**config.mk**
```make
export PLATFORM = sky130hd
export DESIGN_NAME = htri_bank
export DESIGN_NICKNAME = d
export VERILOG_FILES = /design/src/hw/rtl/heightmap_triangle_interpolator_macros.svh /design/src/hw/rtl/htri_pkg.sv /design/src/hw/rtl/htri_bank.sv
export SDC_FILE = /design/constraint.sdc
export NUM_CORES = 1
export LEC_CHECK = 0
export CORE_ASPECT_RATIO = 1.4
export CORE_UTILIZATION = 55
export CTS_CLUSTER_DIAMETER = 200
export DETAILED_ROUTE_END_ITERATION = 12
export DONT_BUFFER_PORTS = 1
export HOLD_SLACK_MARGIN = 0.08
export PLACE_DENSITY = 0.7
export REMOVE_ABC_BUFFERS = 1
export SYNTH_ARGS = -nofsm -noshare
export SYNTH_HDL_FRONTEND = slang
export SYNTH_SLANG_ARGS = --single-unit
```
**constraint.sdc**
```tcl
create_clock -name clk_i -period 2.4 [get_ports clk_i]
set_input_delay 0.24 -clock clk_i [delete_from_list [all_inputs] [get_ports clk_i]]
set_output_delay 0.24 -clock clk_i [all_outputs]
set_load 0.01 [all_outputs]
```
**src/hw/rtl/heightmap_triangle_interpolator_macros.svh**
```systemverilog
// assertion macros shared by the heightmap interpolator rtl
`ifndef HEIGHTMAP_TRIANGLE_INTERPOLATOR_MACROS_SVH
`define HEIGHTMAP_TRIANGLE_INTERPOLATOR_MACROS_SVH

// property must hold at every clock edge out of reset
`define HTRI_ASSERT(lbl, prop, msg) \
  lbl: assert property (@(posedge clk_i) disable iff (!rst_ni) (prop)) else $error(msg);

// condition must never be seen at a clock edge out of reset
`define HTRI_ASSERT_NEVER(lbl, cond, msg) \
  lbl: assert property (@(posedge clk_i) disable iff (!rst_ni) !(cond)) else $error(msg);

`endif

```
**src/hw/rtl/htri_pkg.sv**
```systemverilog
// shared types, constants and field layout of the heightmap interpolator
package htri_pkg;

  localparam int unsigned DEF_MAX_COLUMNS = 256;
  localparam int unsigned DEF_MAX_ROWS    = 256;
  localparam int unsigned DEF_FRAC_BITS   = 16;

  localparam int unsigned POS_W  = 32;
  localparam int unsigned HGT_W  = 32;
  localparam int unsigned HALF_W = 31;
  localparam int unsigned INV_W  = 32;
  localparam int unsigned CNT_W  = 9;
  localparam int unsigned CELL_W = 8;
  localparam int unsigned IDX_W  = 9;
  localparam int unsigned SUM_W  = POS_W + 1;

  // input tdata layout, lowest bit first
  localparam int unsigned POSX_LSB  = 0;
  localparam int unsigned POSY_LSB  = POSX_LSB + POS_W;
  localparam int unsigned COL_LSB   = POSY_LSB + POS_W;
  localparam int unsigned ROW_LSB   = COL_LSB + CELL_W;
  localparam int unsigned HGT_LSB   = ROW_LSB + CELL_W;
  localparam int unsigned IN_DATA_W = HGT_LSB + HGT_W;

  localparam int unsigned OUT_DATA_W = HGT_W;

  localparam int unsigned CFG_AW = 5;
  localparam int unsigned CFG_DW = 32;

  localparam logic [INV_W-1:0] INV_RES_RST = INV_W'(65536);
  localparam logic [CNT_W-1:0] COUNT_RST   = CNT_W'(256);

  // result queue behind the pipeline
  localparam int unsigned OUT_DEPTH = 16;
  localparam int unsigned OUT_PTR_W = $clog2(OUT_DEPTH);
  localparam int unsigned OUT_CNT_W = OUT_PTR_W + 1;

  typedef enum logic {
    OP_WRITE = 1'b0,
    OP_QUERY = 1'b1
  } opcode_e;

  typedef enum logic [2:0] {
    REG_X_HALF  = 3'd0,
    REG_Y_HALF  = 3'd1,
    REG_INV_RES = 3'd2,
    REG_COLS    = 3'd3,
    REG_ROWS    = 3'd4
  } reg_idx_e;

  // grid position on one axis
  typedef struct packed {
    logic             off;
    logic [IDX_W-1:0] idx;
  } axis_pos_t;

  // which bank holds which corner, handed to the blend stages
  typedef struct packed {
    logic valid;
    logic off;
    logic ix_odd;
    logic iy_odd;
    logic fx_nz;
    logic fy_nz;
  } corner_sel_t;

  typedef struct packed {
    logic             off_grid;
    logic [HGT_W-1:0] height;
  } result_t;

endpackage

```
**src/hw/rtl/htri_bank.sv**
```systemverilog
// one parity bank of the height store, registered read
module htri_bank import htri_pkg::*; #(
  parameter int unsigned DEPTH = 2,
  parameter int unsigned AW    = 1
) (
  input  logic             clk_i,
  input  logic             we_i,
  input  logic [AW-1:0]    waddr_i,
  input  logic [HGT_W-1:0] wdata_i,
  input  logic             re_i,
  input  logic [AW-1:0]    raddr_i,
  output logic [HGT_W-1:0] rdata_o
);

  logic [HGT_W-1:0] mem_q [DEPTH];
  logic [HGT_W-1:0] rdata_q;

  always_ff @(posedge clk_i) begin
    if (we_i) begin
      mem_q[waddr_i] <= wdata_i;
    end
    if (re_i) begin
      rdata_q <= mem_q[raddr_i];
    end
  end

  assign rdata_o = rdata_q;

endmodule

```
==> flow_summary.json <==
{
  "htreeDepth": 3,
  "synth_seq_area_share_pct": 83.8,
  "setup_ws_ps": 1360,
  "rrSetupSlack_ps": 1490,
  "dieArea_mm2": 0.00658,
  "routabilityCongestion": 0.637,
  "port_buffers": 0,
  "cp-start-kind": "register",
  "r2r_start": "mem_q[0][7]",
  "avgRoutedWirePerCell_um": 18.2,
  "final_area_mm2": 0.00398,
  "ctsHoldBuffers": 33,
  "p_comb_share_pct": 5.5,
  "drtAntennaViolNets": 0,
  "drc_errors": 0,
  "p_total_mw": 3.09,
  "tightest_slew_ps": 434,
  "vias": 1326,
  "ff2ff_path_depth": 1,
  "start_util_pct": 57.8,
  "diodes": 0,
  "fp.dieH_um": 95.6,
  "grt_pass1_wl_um": 6640,
  "holdCritPathClass": "in -> reg",
  "grt_max_degree": 33,
  "core_area_mm2": 0.00595,
  "synth_cell_types": 7,
  "holdPathEnd": "rdata_o[4]",
  "grt-ovfl-total": 0,
  "syn-instance-count": 134,
  "slew_viol_final": 0,
  "fp.dieW_um": 68.8,
  "fmax_mhz": 960,
  "synth_top_cell_by_area": "edfxtp_1",
  "power.internal_mw": 2.46,
  "antenna_found_initial": 0,
  "fin_util_pct": 67.0,
  "worstPathRequired_ps": 2160,
  "num_rows": 33,
  "relSlewSlack_pct": 71.1,
  "clock-sinks": 96,
  "end_kind": "primary output",
  "num-fill-cells": 428,
  "insertion_delay_ps": 350,
  "setup_viol": 0,
  "hp-start": "raddr_i",
  "final_net_count": 213,
  "ios": 69,
  "status": "finished, final reports clean",
  "post_cts_buffers": 0,
  "drive_gt1_share_pct": 27.1,
  "finalSetupTns_ps": 0,
  "timing.rr.end": "rdata_o[7]",
  "cts_buffers": 9,
  "first_global_vias": 1361,
  "criticalPathCategory": "reg -> out",
  "dp.cells": 202,
  "ys_ff_latch": 96,
  "multi_input_area_um2": 493,
  "hold_path_depth": 1,
  "cts_tree": "yes",
  "cts.reportedPaths.clkPinSlew_ps": 80,
  "place_ws_ps": 1030,
  "power.share.switching_pct": 20.2,
  "placed_cell_area_mm2": 0.00348,
  "clock_path_buffers": 2,
  "vias_per_cell": 5.28,
  "drtIter0Drc": 55,
  "finalCritPeriodShare_pct": 43.4,
  "hold_viol": 0,
  "cp.arrival_ps": 800,
  "regArea_mm2": 0.00288,
  "switchingPower_mw": 0.623,
  "rsz0062_at_grt": "false",
  "cap_violations": 0,
  "path_max_fanout": 1,
  "vdd_ir_drop_max_uv": 429,
  "root_buffer": "clkbuf_8",
  "p_seq_share_pct": 66.0,
  "stdcell_count": 251,
  "p_leak_nw": 1.41,
  "cts.repair.resized": 0,
  "area.growth.synth_to_final_pct": 15.8,
  "wirelength_um": 4570,
  "powerDensity_mw_per_mm2": 775,
  "whs_ps": 127,
  "avgSynthCellArea_um2": 25.7,
  "grt_util_all_layers_pct": 15.3,
  "netlist_area_mm2": 0.00344,
  "ys.warnings.count": 0,
  "fin_skew_ps": 6.96,
  "clkPwrFrac_pct": 28.5,
  "drtPass1Iterations": 4,
  "synth_top_area_share_pct": 83.8,
  "post_synth_main_area_contributors": "edfxtp_1, mux2_4, buf_12, mux2_2, buf_6",
  "period_minus_slack_ps": 1040
}
-- layout by cell type (no fill, tap or decap) --
master	synthesis	layout
clkbuf_1	0	1
clkinv_1	0	2
and2_1	1	1
clkinv_2	0	1
mux2_4	30	30
clkinvlp_4	0	2
buf_4	0	2
dlygate4sd3_1	0	32
buf_12	3	1
clkbuf_8	0	9
nor2b_4	0	1
clkinv_4	0	1
mux2_2	2	2
edfxtp_1	96	96
-- Yosys cell counts, drive strengths merged --
cell type and count:
nor2b 1, edfxtp 96, and2 1, mux2 32
buf 4
-- flip-flops by register name, indices dropped and copies added, names as in the netlist --
signal / flops
mem_q: 64
rdata_o: 32
-- power by group through the flow --
stage	sequential (mW)	combinational (mW)	clock (mW)
global placement	2.07	0.105	0
global route	2.05	0.184	0.970
CTS	2.04	0.174	0.897
floorplan	2.06	0.0927	0
detailed placement	2.08	0.110	0
finish	2.04	0.171	0.878
-- final cells by class --
cell class	instances	share of cell area [%]
timing repair buffer	35	8.92
clock buffer	10	3.20
clock inverter	6	0.911
tap	70	2.20
multi-input combinational	34	12.4
sequential	96	72.4
-- worst max path at each step --
stage,endpoint,cells after the start,startpoint,slack [ps]
detailed placement,mem_q[1][22],2,waddr_i,1030
CTS,rdata_o[16],0,rdata_o[16],1340
global placement,mem_q[1][27],2,waddr_i,1100
floorplan,mem_q[0][0],1,waddr_i,280
finish,rdata_o[28],0,rdata_o[28],1360
global route,rdata_o[16],0,rdata_o[16],1330
-- routing by layer --
layer | vias up | part of all wire, % | GRT usage, %
met3 | 15 | 3.6 | 3.59
met1 | 648 | 37 | 16.3
met5 | - | 0 | 0
li1 | 615 | - | -
met4 | 0 | 3.8 | 11.6
met2 | 48 | 56 | 25.5
-- kinds of logic (layout without fill, tap and decap cells) --
family,count (synthesis),after routing,synth area share [%]
buffers and inverters,4,51,2.07
muxes,32,32,13.8
DFF,96,96,83.8
and+or+nand+nor,2,2,0.364
Note: power is estimated with default switching activity, not from simulation.
