--- src/hw/rtl/heightmap_triangle_interpolator_macros.svh ---
// assertion macros shared by the heightmap interpolator rtl
`ifndef HEIGHTMAP_TRIANGLE_INTERPOLATOR_MACROS_SVH
`define HEIGHTMAP_TRIANGLE_INTERPOLATOR_MACROS_SVH

// property must hold at every clock edge out of reset
`define HTRI_ASSERT(lbl, prop, msg) \
  lbl: assert property (@(posedge clk_i) disable iff (!rst_ni) (prop)) else $error(msg);

// condition must never be seen at a clock edge out of reset
`define HTRI_ASSERT_NEVER(lbl, cond, msg) \
  lbl: assert property (@(posedge clk_i) disable iff (!rst_ni) !(cond)) else $error(msg);

`endif

--- src/hw/rtl/htri_pkg.sv ---
// shared types, constants and field layout of the heightmap interpolator
package htri_pkg;

  localparam int unsigned DEF_MAX_COLUMNS = 256;
  localparam int unsigned DEF_MAX_ROWS    = 256;
  localparam int unsigned DEF_FRAC_BITS   = 16;

  localparam int unsigned POS_W  = 32;
  localparam int unsigned HGT_W  = 32;
  localparam int unsigned HALF_W = 31;
  localparam int unsigned INV_W  = 32;
  localparam int unsigned CNT_W  = 9;
  localparam int unsigned CELL_W = 8;
  localparam int unsigned IDX_W  = 9;
  localparam int unsigned SUM_W  = POS_W + 1;

  // input tdata layout, lowest bit first
  localparam int unsigned POSX_LSB  = 0;
  localparam int unsigned POSY_LSB  = POSX_LSB + POS_W;
  localparam int unsigned COL_LSB   = POSY_LSB + POS_W;
  localparam int unsigned ROW_LSB   = COL_LSB + CELL_W;
  localparam int unsigned HGT_LSB   = ROW_LSB + CELL_W;
  localparam int unsigned IN_DATA_W = HGT_LSB + HGT_W;

  localparam int unsigned OUT_DATA_W = HGT_W;

  localparam int unsigned CFG_AW = 5;
  localparam int unsigned CFG_DW = 32;

  localparam logic [INV_W-1:0] INV_RES_RST = INV_W'(65536);
  localparam logic [CNT_W-1:0] COUNT_RST   = CNT_W'(256);

  // result queue behind the pipeline
  localparam int unsigned OUT_DEPTH = 16;
  localparam int unsigned OUT_PTR_W = $clog2(OUT_DEPTH);
  localparam int unsigned OUT_CNT_W = OUT_PTR_W + 1;

  typedef enum logic {
    OP_WRITE = 1'b0,
    OP_QUERY = 1'b1
  } opcode_e;

  typedef enum logic [2:0] {
    REG_X_HALF  = 3'd0,
    REG_Y_HALF  = 3'd1,
    REG_INV_RES = 3'd2,
    REG_COLS    = 3'd3,
    REG_ROWS    = 3'd4
  } reg_idx_e;

  // grid position on one axis
  typedef struct packed {
    logic             off;
    logic [IDX_W-1:0] idx;
  } axis_pos_t;

  // which bank holds which corner, handed to the blend stages
  typedef struct packed {
    logic valid;
    logic off;
    logic ix_odd;
    logic iy_odd;
    logic fx_nz;
    logic fy_nz;
  } corner_sel_t;

  typedef struct packed {
    logic             off_grid;
    logic [HGT_W-1:0] height;
  } result_t;

endpackage

--- src/hw/rtl/htri_axis.sv ---
// position to grid index and fraction for one axis, three register stages
module htri_axis import htri_pkg::*; #(
  parameter int unsigned FRAC_BITS = DEF_FRAC_BITS
) (
  input  logic                 clk_i,
  input  logic [POS_W-1:0]     pos_i,
  input  logic [HALF_W-1:0]    half_i,
  input  logic [INV_W-1:0]     inv_res_i,
  input  logic [CNT_W-1:0]     count_i,
  output axis_pos_t            pos_o,
  output logic [FRAC_BITS-1:0] frac_o
);

  localparam int unsigned PROD_W = (SUM_W - 1) + INV_W;
  localparam int unsigned INT_W  = PROD_W - 2 * FRAC_BITS;

  logic signed [SUM_W-1:0]  s_q;
  logic                     neg_q;
  logic [PROD_W-1:0]        prod_q;
  logic [INT_W-1:0]         int_part;
  logic [FRAC_BITS-1:0]     frac;
  logic [IDX_W:0]           idx_inc;
  logic                     off;
  axis_pos_t                pos_q;
  logic [FRAC_BITS-1:0]     frac_q;

  // the shifted position never exceeds 32 bits unsigned once it is not negative
  always_ff @(posedge clk_i) begin
    s_q    <= $signed({pos_i[POS_W-1], pos_i}) + $signed({2'b00, half_i});
    neg_q  <= s_q[SUM_W-1];
    prod_q <= PROD_W'(s_q[SUM_W-2:0]) * PROD_W'(inv_res_i);
  end

  always_comb begin
    int_part = prod_q[PROD_W-1 -: INT_W];
    frac     = prod_q[2*FRAC_BITS-1 -: FRAC_BITS];
    idx_inc  = {1'b0, int_part[IDX_W-1:0]} + (IDX_W+1)'(1);
    off      = neg_q
             | (count_i == '0)
             | (int_part[INT_W-1:IDX_W] != '0)
             | (int_part[IDX_W-1:0] >= count_i)
             | ((idx_inc == {1'b0, count_i}) && (frac != '0));
  end

  always_ff @(posedge clk_i) begin
    pos_q.off <= off;
    pos_q.idx <= int_part[IDX_W-1:0];
    frac_q    <= frac;
  end

  assign pos_o  = pos_q;
  assign frac_o = frac_q;

endmodule

--- config.mk ---
export PLATFORM = sky130hd
export DESIGN_NAME = htri_axis
export DESIGN_NICKNAME = d
export VERILOG_FILES = /design/src/hw/rtl/heightmap_triangle_interpolator_macros.svh /design/src/hw/rtl/htri_pkg.sv /design/src/hw/rtl/htri_axis.sv
export SDC_FILE = /design/constraint.sdc
export NUM_CORES = 2
export LEC_CHECK = 0
export BUFFER_PORTS_ARGS = -buffer_cell sky130_fd_sc_hd__buf_2
export CAP_MARGIN = 10
export CORE_MARGIN = 2
export CORE_UTILIZATION = 55
export DETAILED_ROUTE_END_ITERATION = 7
export PLACE_DENSITY = 0.75
export SLEW_MARGIN = 40
export SYNTH_ARGS = -nofsm -noshare
export SYNTH_HDL_FRONTEND = slang
export SYNTH_SLANG_ARGS = --single-unit
--- constraint.sdc ---
create_clock -name clk_i -period 7.15 [get_ports clk_i]
set_input_delay 1.0725 -clock clk_i [delete_from_list [all_inputs] [get_ports clk_i]]
set_output_delay 1.0725 -clock clk_i [all_outputs]
set_load 0.01 [all_outputs]
==> impl_metrics.toml <==
[final_layout]
area_delta_synth_final_pct = 16.30
final_area_um2 = 43360
fin_nets = 5604
fin_util_pct = 64.57
drive_gt1_share_pct = 17.70

[timing]
hold_ws_ps = 343.1
drv_slew = 0
slew_headroom_pct = 64.95
fin_worst_skew_ps = 24.74
fmaxAchievable_mhz = 132.9
hold_viol_final = 0
tightest_slew_ps = 525.8
rsz0062_at_grt = "yes"
setup_viol = 31
period_minus_slack_ps = 7526
setup_slack_ps = -375.6
post-route-period-util_pct = 105.3

[synthesis]
synth_top_area_share_pct = 48.11
ys_ff_latch = 108
avgSynthCellArea_um2 = 9.279
synth.yosys.seq_area_share_pct = 5.799
synth-async-reset-ratio_pct = 0
ys.flop_type = "dfxtp_1"
syn-num-nets = 5320
yosysWarnings = 0
yosysTopAreaCell = "fa_1"
yosysMostFrequentCell = "fa_1"
syn_inst = 4018
synth_edf_count = 0
synthesis.area_um2 = 37280
synth_cell_types = 67
synthTopCellsByCount = "896 x fa_1, 885 x inv_1, 619 x and2_1, 457 x nand2_1, 301 x ha_1"
ys_top_cells_by_area = "fa_1 48%, and2_1 10%, ha_1 10%"

[outcome]
violations = "setup timing"
status = "finished with violations"

[floorplan]
die_h_um = 264.4
coreArea_um2 = 67160
die_width_um = 264.4
ios = 131
std_cell_rows = 95
start_util_pct = 55.52
die_area_um2 = 69890

[cts]
cts_buffer_depth = 2
numCtsBuffers = 9
clock-sinks = 108
cts_tree = "done"
cts_max_level = 3
cts_hold_buffers = 0
clk_latency_ps = 410
root_buffer = "clkbuf_16"
path_clk_slew_ps = 90

[critical_path]
critPathKind = "in -> reg"
endpoint_kind = "flop"
crit_start = "inv_res_i[25]"
path_common_cell = "fa_1"
r2r-start = "s_q[25]$_DFF_P_"
cp.arrival_ps = 7860
cpPeakStageDelay_ps = 550
crit_slowest_cell = "fa_2"
cp_max_fo = 4
startpoint_type = "primary input"
reg2regPathDepth = 25
cp.required_ps = 7480

[detailed_routing]
drt_wl_total_um = 95800
routed_via_density = 5.441
dr.pass1.iters = 6
drt_iter0_drc = 1694
post_drt_wl_per_cell_um = 18.49
drc = 0
ant_nets = 0
dr_total_vias = 28190

[placed_design]
port_buffers = 130
gp_congestion = 0.9003
dpl.hpwl_um = 79580
dpl-instance-area_um2 = 41310

[grt]
grt_antenna_before_repair = 3
grt_usage_pct = 28.15
grt_max_degree = 33
grt_pass1_wl_um = 155400
overflow = 0
grt_pass1_vias = 30770

[worst_hold_path]
hold_depth = 0
worstHoldPathType = "reg -> reg"
hp-start = "prod_q[23]$_DFF_P_"

[run]
max_cap_viol_count = 0
-- path summary, 6_finish.rpt --
kind                              to  slack (ps)
hold reg to reg    frac_o[7]$_DFF_P_         340
hold / removal     frac_o[7]$_DFF_P_         340
setup / recovery  prod_q[62]$_DFF_P_        -380
setup reg to reg  prod_q[62]$_DFF_P_        -180
-- placed cells by master (no fill, tap or decap), types with 51 or more instances in the layout --
cell type  instances
a21o_1            59
a21oi_1           64
and2_1           580
buf_2            100
buf_4            268
buf_6             57
dfxtp_1          106
fa_1             835
fa_2              61
ha_1             271
inv_1            851
nand2_1          450
xnor2_1           51
-- logic make-up after synthesis --
kind of cell | count (synthesis) | synth area share [%]
AO/OA/AOI/OAI | 290 | 5.380
XOR/XNOR | 85 | 1.997
adder cells (fa/ha/maj) | 1197 | 58.21
buffers and inverters | 1097 | 11.09
flip-flops | 108 | 5.799
AND/OR/NAND/NOR | 1241 | 17.52
-- critical path: cells and delay by family --
kind	cells	cell delay, ps
buffers and inverters	9	800
adders and majority gates	9	4300
and+or+nand+nor	4	640
AOI/OAI and AO/OA	4	880
xor gates and xnor gates	1	150
-- through the flow --
| step | instances | setup TNS, ps | setup WS, ps |
|---|---|---|---|
| after floorplan | 4018 | -4067 | -391.5 |
| after global placement | 5130 | -28760 | -914.8 |
| after detailed placement | 5130 | -33080 | -1083 |
| after CTS | 5163 | -3452 | -331.3 |
| after global routing | 5181 | -11320 | -538.3 |
| final | 5181 | -5279 | -375.6 |
-- what timing repair did --
item	4_1_cts	5_1_grt
endpoints found under the hold margin	0	0
endpoints found under the setup margin	42	42
pin swaps	92	70
setup buffers	17	18
gates resized for setup	180	187
gates cloned	3	2
-- sequential cells by signal, indices dropped and copies added (netlist names) --
name    flops
prod_q     48
s_q        33
frac_o     16
pos_o      10
neg_q       1
-- layer usage --
metal | vias to the layer above | part of all wire (%) | track usage, %
met5 | - | 0 | 0
met2 | 873 | 52 | 49.68
met1 | 14620 | 37 | 34.02
met4 | 0 | 5.3 | 13.82
li1 | 12430 | - | -
met3 | 269 | 5.0 | 3.734
-- area by class of cell --
cell class / count / area [µm²]
Antenna cell: 2 / 5.005
Clock buffer: 9 / 225.2
Clock inverter: 6 / 56.30
Fill cell: 5146 / 23800
Inverter: 885 / 3324
Multi-Input combinational cell: 2813 / 32150
Sequential cell: 108 / 2165
Tap cell: 873 / 1092
Timing Repair Buffer: 485 / 4343
Power is left out: the tool's default activity adds up to more than one toggle a clock period on the data nets, which glitch-free logic cannot reach.
