File: src/hw/rtl/heightmap_triangle_interpolator_macros.svh
// assertion macros shared by the heightmap interpolator rtl
`ifndef HEIGHTMAP_TRIANGLE_INTERPOLATOR_MACROS_SVH
`define HEIGHTMAP_TRIANGLE_INTERPOLATOR_MACROS_SVH

// property must hold at every clock edge out of reset
`define HTRI_ASSERT(lbl, prop, msg) \
  lbl: assert property (@(posedge clk_i) disable iff (!rst_ni) (prop)) else $error(msg);

// condition must never be seen at a clock edge out of reset
`define HTRI_ASSERT_NEVER(lbl, cond, msg) \
  lbl: assert property (@(posedge clk_i) disable iff (!rst_ni) !(cond)) else $error(msg);

`endif

File: src/hw/rtl/htri_pkg.sv
// shared types, constants and field layout of the heightmap interpolator
package htri_pkg;

  localparam int unsigned DEF_MAX_COLUMNS = 256;
  localparam int unsigned DEF_MAX_ROWS    = 256;
  localparam int unsigned DEF_FRAC_BITS   = 16;

  localparam int unsigned POS_W  = 32;
  localparam int unsigned HGT_W  = 32;
  localparam int unsigned HALF_W = 31;
  localparam int unsigned INV_W  = 32;
  localparam int unsigned CNT_W  = 9;
  localparam int unsigned CELL_W = 8;
  localparam int unsigned IDX_W  = 9;
  localparam int unsigned SUM_W  = POS_W + 1;

  // input tdata layout, lowest bit first
  localparam int unsigned POSX_LSB  = 0;
  localparam int unsigned POSY_LSB  = POSX_LSB + POS_W;
  localparam int unsigned COL_LSB   = POSY_LSB + POS_W;
  localparam int unsigned ROW_LSB   = COL_LSB + CELL_W;
  localparam int unsigned HGT_LSB   = ROW_LSB + CELL_W;
  localparam int unsigned IN_DATA_W = HGT_LSB + HGT_W;

  localparam int unsigned OUT_DATA_W = HGT_W;

  localparam int unsigned CFG_AW = 5;
  localparam int unsigned CFG_DW = 32;

  localparam logic [INV_W-1:0] INV_RES_RST = INV_W'(65536);
  localparam logic [CNT_W-1:0] COUNT_RST   = CNT_W'(256);

  // result queue behind the pipeline
  localparam int unsigned OUT_DEPTH = 16;
  localparam int unsigned OUT_PTR_W = $clog2(OUT_DEPTH);
  localparam int unsigned OUT_CNT_W = OUT_PTR_W + 1;

  typedef enum logic {
    OP_WRITE = 1'b0,
    OP_QUERY = 1'b1
  } opcode_e;

  typedef enum logic [2:0] {
    REG_X_HALF  = 3'd0,
    REG_Y_HALF  = 3'd1,
    REG_INV_RES = 3'd2,
    REG_COLS    = 3'd3,
    REG_ROWS    = 3'd4
  } reg_idx_e;

  // grid position on one axis
  typedef struct packed {
    logic             off;
    logic [IDX_W-1:0] idx;
  } axis_pos_t;

  // which bank holds which corner, handed to the blend stages
  typedef struct packed {
    logic valid;
    logic off;
    logic ix_odd;
    logic iy_odd;
    logic fx_nz;
    logic fy_nz;
  } corner_sel_t;

  typedef struct packed {
    logic             off_grid;
    logic [HGT_W-1:0] height;
  } result_t;

endpackage

File: src/hw/rtl/htri_blend.sv
// corner pick, triangle weights, rounding and saturation
module htri_blend import htri_pkg::*; #(
  parameter int unsigned FRAC_BITS = DEF_FRAC_BITS
) (
  input  logic                        clk_i,
  input  logic                        rst_ni,
  input  corner_sel_t                 sel_i,
  input  logic [FRAC_BITS-1:0]        fx_i,
  input  logic [FRAC_BITS-1:0]        fy_i,
  input  logic [3:0][HGT_W-1:0]       rd_i,
  output logic                        valid_o,
  output result_t                     res_o
);

  localparam int unsigned DIFF_W = HGT_W + 1;
  localparam int unsigned PRD_W  = FRAC_BITS + 1 + DIFF_W;
  localparam int unsigned ACC_W  = PRD_W + 1;
  localparam int unsigned SHF_W  = ACC_W - FRAC_BITS;
  localparam int unsigned HS_W   = SHF_W + 1;
  localparam logic signed [ACC_W-1:0] RND = ACC_W'(2 ** (FRAC_BITS - 1));

  logic [1:0]               b00, b10, b01, b11;
  logic signed [HGT_W-1:0]  h00, h10, h01, h11;
  logic                     left;
  logic signed [DIFF_W-1:0] d1, d2;

  logic                     vd_q, offd_q;
  logic [FRAC_BITS-1:0]     fxd_q, fyd_q;
  logic signed [HGT_W-1:0]  h00d_q;
  logic signed [DIFF_W-1:0] d1_q, d2_q;

  logic                     vp_q, offp_q;
  logic signed [HGT_W-1:0]  h00p_q;
  logic signed [PRD_W-1:0]  p1_q, p2_q;

  logic                     va_q, offa_q;
  logic signed [HGT_W-1:0]  h00a_q;
  logic signed [ACC_W-1:0]  acc_q;

  logic signed [HS_W-1:0]   hs;
  logic                     fits;

  // a zero fraction folds the ceil corner onto the floor one
  always_comb begin
    b00  = {sel_i.iy_odd, sel_i.ix_odd};
    b10  = {sel_i.iy_odd, ~sel_i.ix_odd};
    b01  = {~sel_i.iy_odd, sel_i.ix_odd};
    b11  = {~sel_i.iy_odd, ~sel_i.ix_odd};
    h00  = $signed(rd_i[b00]);
    h10  = sel_i.fx_nz ? $signed(rd_i[b10]) : h00;
    h01  = sel_i.fy_nz ? $signed(rd_i[b01]) : h00;
    h11  = sel_i.fx_nz ? (sel_i.fy_nz ? $signed(rd_i[b11]) : $signed(rd_i[b10])) : h01;
    left = (fx_i <= fy_i);
    if (left) begin
      d1 = DIFF_W'(h11) - DIFF_W'(h01);
      d2 = DIFF_W'(h01) - DIFF_W'(h00);
    end else begin
      d1 = DIFF_W'(h10) - DIFF_W'(h00);
      d2 = DIFF_W'(h11) - DIFF_W'(h10);
    end
  end

  always_ff @(posedge clk_i or negedge rst_ni) begin
    if (!rst_ni) begin
      vd_q <= 1'b0;
      vp_q <= 1'b0;
      va_q <= 1'b0;
    end else begin
      vd_q <= sel_i.valid;
      vp_q <= vd_q;
      va_q <= vp_q;
    end
  end

  always_ff @(posedge clk_i) begin
    offd_q <= sel_i.off;
    fxd_q  <= fx_i;
    fyd_q  <= fy_i;
    h00d_q <= h00;
    d1_q   <= d1;
    d2_q   <= d2;

    offp_q <= offd_q;
    h00p_q <= h00d_q;
    p1_q   <= PRD_W'($signed({1'b0, fxd_q})) * PRD_W'(d1_q);
    p2_q   <= PRD_W'($signed({1'b0, fyd_q})) * PRD_W'(d2_q);

    offa_q <= offp_q;
    h00a_q <= h00p_q;
    acc_q  <= ACC_W'(p1_q) + ACC_W'(p2_q) + RND;
  end

  // round half up is the floor of the biased sum
  always_comb begin
    hs   = HS_W'(h00a_q) + HS_W'($signed(acc_q[ACC_W-1:FRAC_BITS]));
    fits = (hs[HS_W-1:HGT_W-1] == '0) || (hs[HS_W-1:HGT_W-1] == '1);
    res_o.off_grid = offa_q;
    if (offa_q) begin
      res_o.height = '0;
    end else if (fits) begin
      res_o.height = hs[HGT_W-1:0];
    end else if (hs[HS_W-1]) begin
      res_o.height = {1'b1, {(HGT_W-1){1'b0}}};
    end else begin
      res_o.height = {1'b0, {(HGT_W-1){1'b1}}};
    end
  end

  assign valid_o = va_q;

endmodule

File: config.mk
export PLATFORM = sky130hd
export DESIGN_NAME = htri_blend
export DESIGN_NICKNAME = d
export VERILOG_FILES = /design/src/hw/rtl/heightmap_triangle_interpolator_macros.svh /design/src/hw/rtl/htri_pkg.sv /design/src/hw/rtl/htri_blend.sv
export SDC_FILE = /design/constraint.sdc
export NUM_CORES = 2
export LEC_CHECK = 0
export BUFFER_PORTS_ARGS = -buffer_cell sky130_fd_sc_hd__buf_2
export CORE_MARGIN = 2
export CORE_UTILIZATION = 61
export CTS_BUF_LIST = sky130_fd_sc_hd__clkbuf_16
export CTS_CLUSTER_DIAMETER = 100
export CTS_CLUSTER_SIZE = 10
export DETAILED_ROUTE_END_ITERATION = 16
export PLACE_DENSITY = 0.75
export SETUP_SLACK_MARGIN = 0.2
export SLEW_MARGIN = 20
export SYNTH_ARGS = -nofsm -noshare
export SYNTH_HDL_FRONTEND = slang
export SYNTH_SLANG_ARGS = --single-unit
File: constraint.sdc
create_clock -name clk_i -period 7.65 [get_ports clk_i]
set_input_delay 0.3825 -clock clk_i [delete_from_list [all_inputs] [get_ports clk_i]]
set_output_delay 0.3825 -clock clk_i [all_outputs]
set_load 0.05 [all_outputs]
==> results by group <==
Yosys
  • Main flop type after synthesis: dfxtp_1
  • Post-synth ARST share: less than 1%
  • Synthesis Warnings: 0
  • Syn Inst Count: about 6,600
  • Mapped Area: roughly 60,000 sq um
  • Unique masters post-synth: 79
  • Post-synth EDFFs: 0
  • Mean Syn Cell Area: around 9 sq um
  • Yosys reg bits: 335
  • Seq/Total Area, Yosys: a little under an eighth
  • Post-synth net total: between 8,000 and 9,000

Clocking
  • Clock sink total: 335
  • Clock tree buffer depth: 3
  • CTS tree: yes
  • H-tree depth: 2
  • Num CTS Buffers: 42
  • Worst-path clk slew: roughly 60 ps
  • Clk_lat worst skew: ~620 ps
  • Clock root cell: clkbuf_16

Timing
  • Setup TNS: 0 ps
  • Unrepaired setup endpoints after global routing: true
  • Slew @ Worst Pin: 1140 ps
  • Clk_skew: 48.8 ps
  • Min Tclk post-route: 7130 ps
  • Pins over their slew limit: 0
  • Max-Slew Margin vs Limit: 22.7%
  • Final hold vios: 0
  • Final setup fails: 0
  • Fmax: 140 MHz
  • Hold Slack: 82.7 ps
  • Fin crit share: between 90% and 100%

Drt
  • DRC Markers: 0
  • DR WL/cell: just under 20 um
  • TritonRoute pass-1 iters: 6
  • WL final: about 160 mm
  • Initial detailed-routing violation count: approximately 4,000
  • Vias per cell: around 5.7
  • Number of routed nets with antenna violations: 0
  • Via count: ~46,000

Critical path
  • Setup CP Type: reg2reg
  • Worst Path Max Fanout: 12
  • Req. time, crit path: between 8000 and 9000 ps
  • Critical Path Start Type: flip-flop
  • Crit end category: flip-flop
  • Worst R2R Path Depth: 22
  • Crit path DAT: ~7600 ps

Floorplanning
  • # IOs: roughly 200
  • Die H: approximately 310 um
  • Row cnt: around 110
  • Die footprint: 98,700 sq um
  • Chip width: approximately 310 um
  • Starting density of the core: around three fifths
  • Core footprint: 95,200 sq um

Place
  • Final GP Congestion: slightly below 1
  • HPWL after detailed placement: between 100 and 150 mm
  • PortBufs: 201
  • Placed inst area: roughly 61,000 sq um

Layout
  • Finished Cell Area: between 60,000 and 70,000 sq um
  • Area growth syn-to-layout: 6.94%
  • # nets final: 8,452
  • Layout cell share with drive strength beyond 1: approximately 7.5%
  • Util after Layout: between 60% and 70%

Global routing
  • Overflow after GRT: 0
  • Maximum number of pins on one net before global-route repair: between 100 and 150
  • First-pass GRT wire length: ~250 mm
  • Vias in the first global route: between 40,000 and 50,000
  • GRT Util Overall: 32.4%
  • Initial antenna violation count: 1

Outcome
  • Status: complete, no violations

Flow run
  • Max cap viols: 0

Min path
  • Worst min path class: in2async
## final cells by class
| type | instances | area (sq um) |
|---|---|---|
| tap | 1265 | 1580 |
| sequential | 335 | 6740 |
| fill | 7917 | 32400 |
| clock inverter | 14 | 168 |
| antenna | 4 | 10.0 |
| clock buffer | 42 | 1050 |
| multi-input combinational | 4710 | 46100 |
| inverter | 1330 | 4990 |
| timing repair buffer | 340 | 2160 |
## timing repair
| item | CTS | global route |
|---|---|---|
| resized for setup | 0 | 11 |
| hold buffers | 35 | 0 |
| buffers inserted | 0 | 0 |
| endpoints found under the hold margin | 37 | 0 |
| setup endpoints to repair | 0 | 9 |
## synthesized netlist by cell type, drive strengths merged (11+ instances only)
library cell	number	area, sq um
nand2	931	3490
mux2i	65	654
nand2b	50	313
nand3	50	250
a21boi	17	128
o21a	68	510
o21bai	24	180
mux4	63	1420
and3	30	193
buf	25	124
nor2	158	593
a21o	145	1090
xnor2	174	1520
a211oi	35	268
o21ai	261	1310
inv	1330	4990
and2	409	2560
or3	22	138
nor3	34	170
dfxtp	332	6650
a31oi	26	163
mux2	40	450
fa	1011	20200
xor2	88	771
clkbuf	222	833
nor2b	38	238
nand4	25	156
a21oi	261	1320
ha	514	6430
o211ai	11	82.6
## per-layer routing
| metal | part of all wire, % | wire length (um) | track usage, % |
|---|---|---|---|
| met1 | 41 | 63500 | 44.0 |
| met2 | 47 | 72600 | 52.8 |
| met3 | 7.3 | 11300 | 3.74 |
| met4 | 5.2 | 8040 | 14.4 |
| met5 | 0 | 0 | 0 |
## through the flow
| step | setup WS, ps | std cells |
|---|---|---|
| 2_1_floorplan | 1360 | 6622 |
| 3_3_place_gp | 639 | 7945 |
| 3_5_place_dp | 421 | 7945 |
| 4_1_cts | 383 | 8036 |
| 5_1_grt | 129 | 8037 |
| 6_report | 519 | 8040 |
## layout by cell type, fill, tap and decap left out, types with 11 or more instances in the layout
| cell | instances |
|---|---|
| inv_1 | 1332 |
| fa_1 | 1011 |
| nand2_1 | 931 |
| ha_1 | 514 |
| and2_1 | 409 |
| dfxtp_1 | 321 |
| a21oi_1 | 260 |
| o21ai_0 | 258 |
| buf_2 | 198 |
| xnor2_1 | 174 |
| nor2_1 | 158 |
| a21o_1 | 145 |
| buf_4 | 105 |
| xor2_1 | 87 |
| o21a_1 | 68 |
| mux2i_1 | 64 |
| mux4_2 | 63 |
| nand3_1 | 50 |
| nand2b_1 | 50 |
| clkbuf_16 | 42 |
| mux2_2 | 40 |
| nor2b_1 | 38 |
| dlygate4sd3_1 | 35 |
| a211oi_1 | 34 |
| nor3_1 | 34 |
| and3_1 | 29 |
| a31oi_1 | 26 |
| nand4_1 | 25 |
| o21bai_1 | 24 |
| or3_1 | 22 |
| a21boi_0 | 17 |
| o211ai_1 | 11 |
| dfxtp_2 | 11 |
## registers in the layout, indices dropped and copies added, names as in the netlist
signal   flops
offa_q       1
offp_q       1
fxd_q       16
fyd_q       16
p1_q        50
valid_o      1
vd_q         1
h00p_q      32
d1_q        33
p2_q        50
h00d_q      32
vp_q         1
acc_q       35
d2_q        33
h00a_q      32
offd_q       1
## final timing paths
kind	start	endpoint	slack (ps)
setup / recovery	d2_q[12]	p2_q[48]	520
hold / removal	rst_ni	vd_q	80
setup reg to reg	d2_q[12]	p2_q[48]	520
hold reg to reg	h00p_q[15]	h00a_q[15]	300
max in group asynchronous	rst_ni	vp_q	7460
min in group clk_i	rd_i[28]	h00d_q[28]	190
## logic make-up after synthesis
kind of cell | Yosys count | synth area share [%]
AND/OR/NAND/NOR | 1780 | 14.2
flip-flops | 335 | 11.5
multiplexers | 168 | 4.30
AO/OA/AOI/OAI | 975 | 10.5
XOR/XNOR | 262 | 3.91
adder cells (fa/ha/maj) | 1525 | 45.5
buffers and inverters | 1577 | 10.1
## critical path: stages, from the launching register on
cell and delay (ps):
dfxtp_1 670, buf_4 230, nand2_1 60, fa_1 470, fa_1 510, fa_1 530
inv_1 60, fa_1 500, fa_1 500, inv_1 50, fa_1 470, inv_1 40
ha_1 370, nand4_1 150, nor2_1 190, nor4_1 70, a21oi_1 560, o21ai_0 320
nand2_1 180, a21boi_0 170, o31a_1 380, o21a_1 220, o311ai_0 290
Power is left out: the tool's default activity adds up to more than one toggle a clock period on the data nets, which glitch-free logic cannot reach.
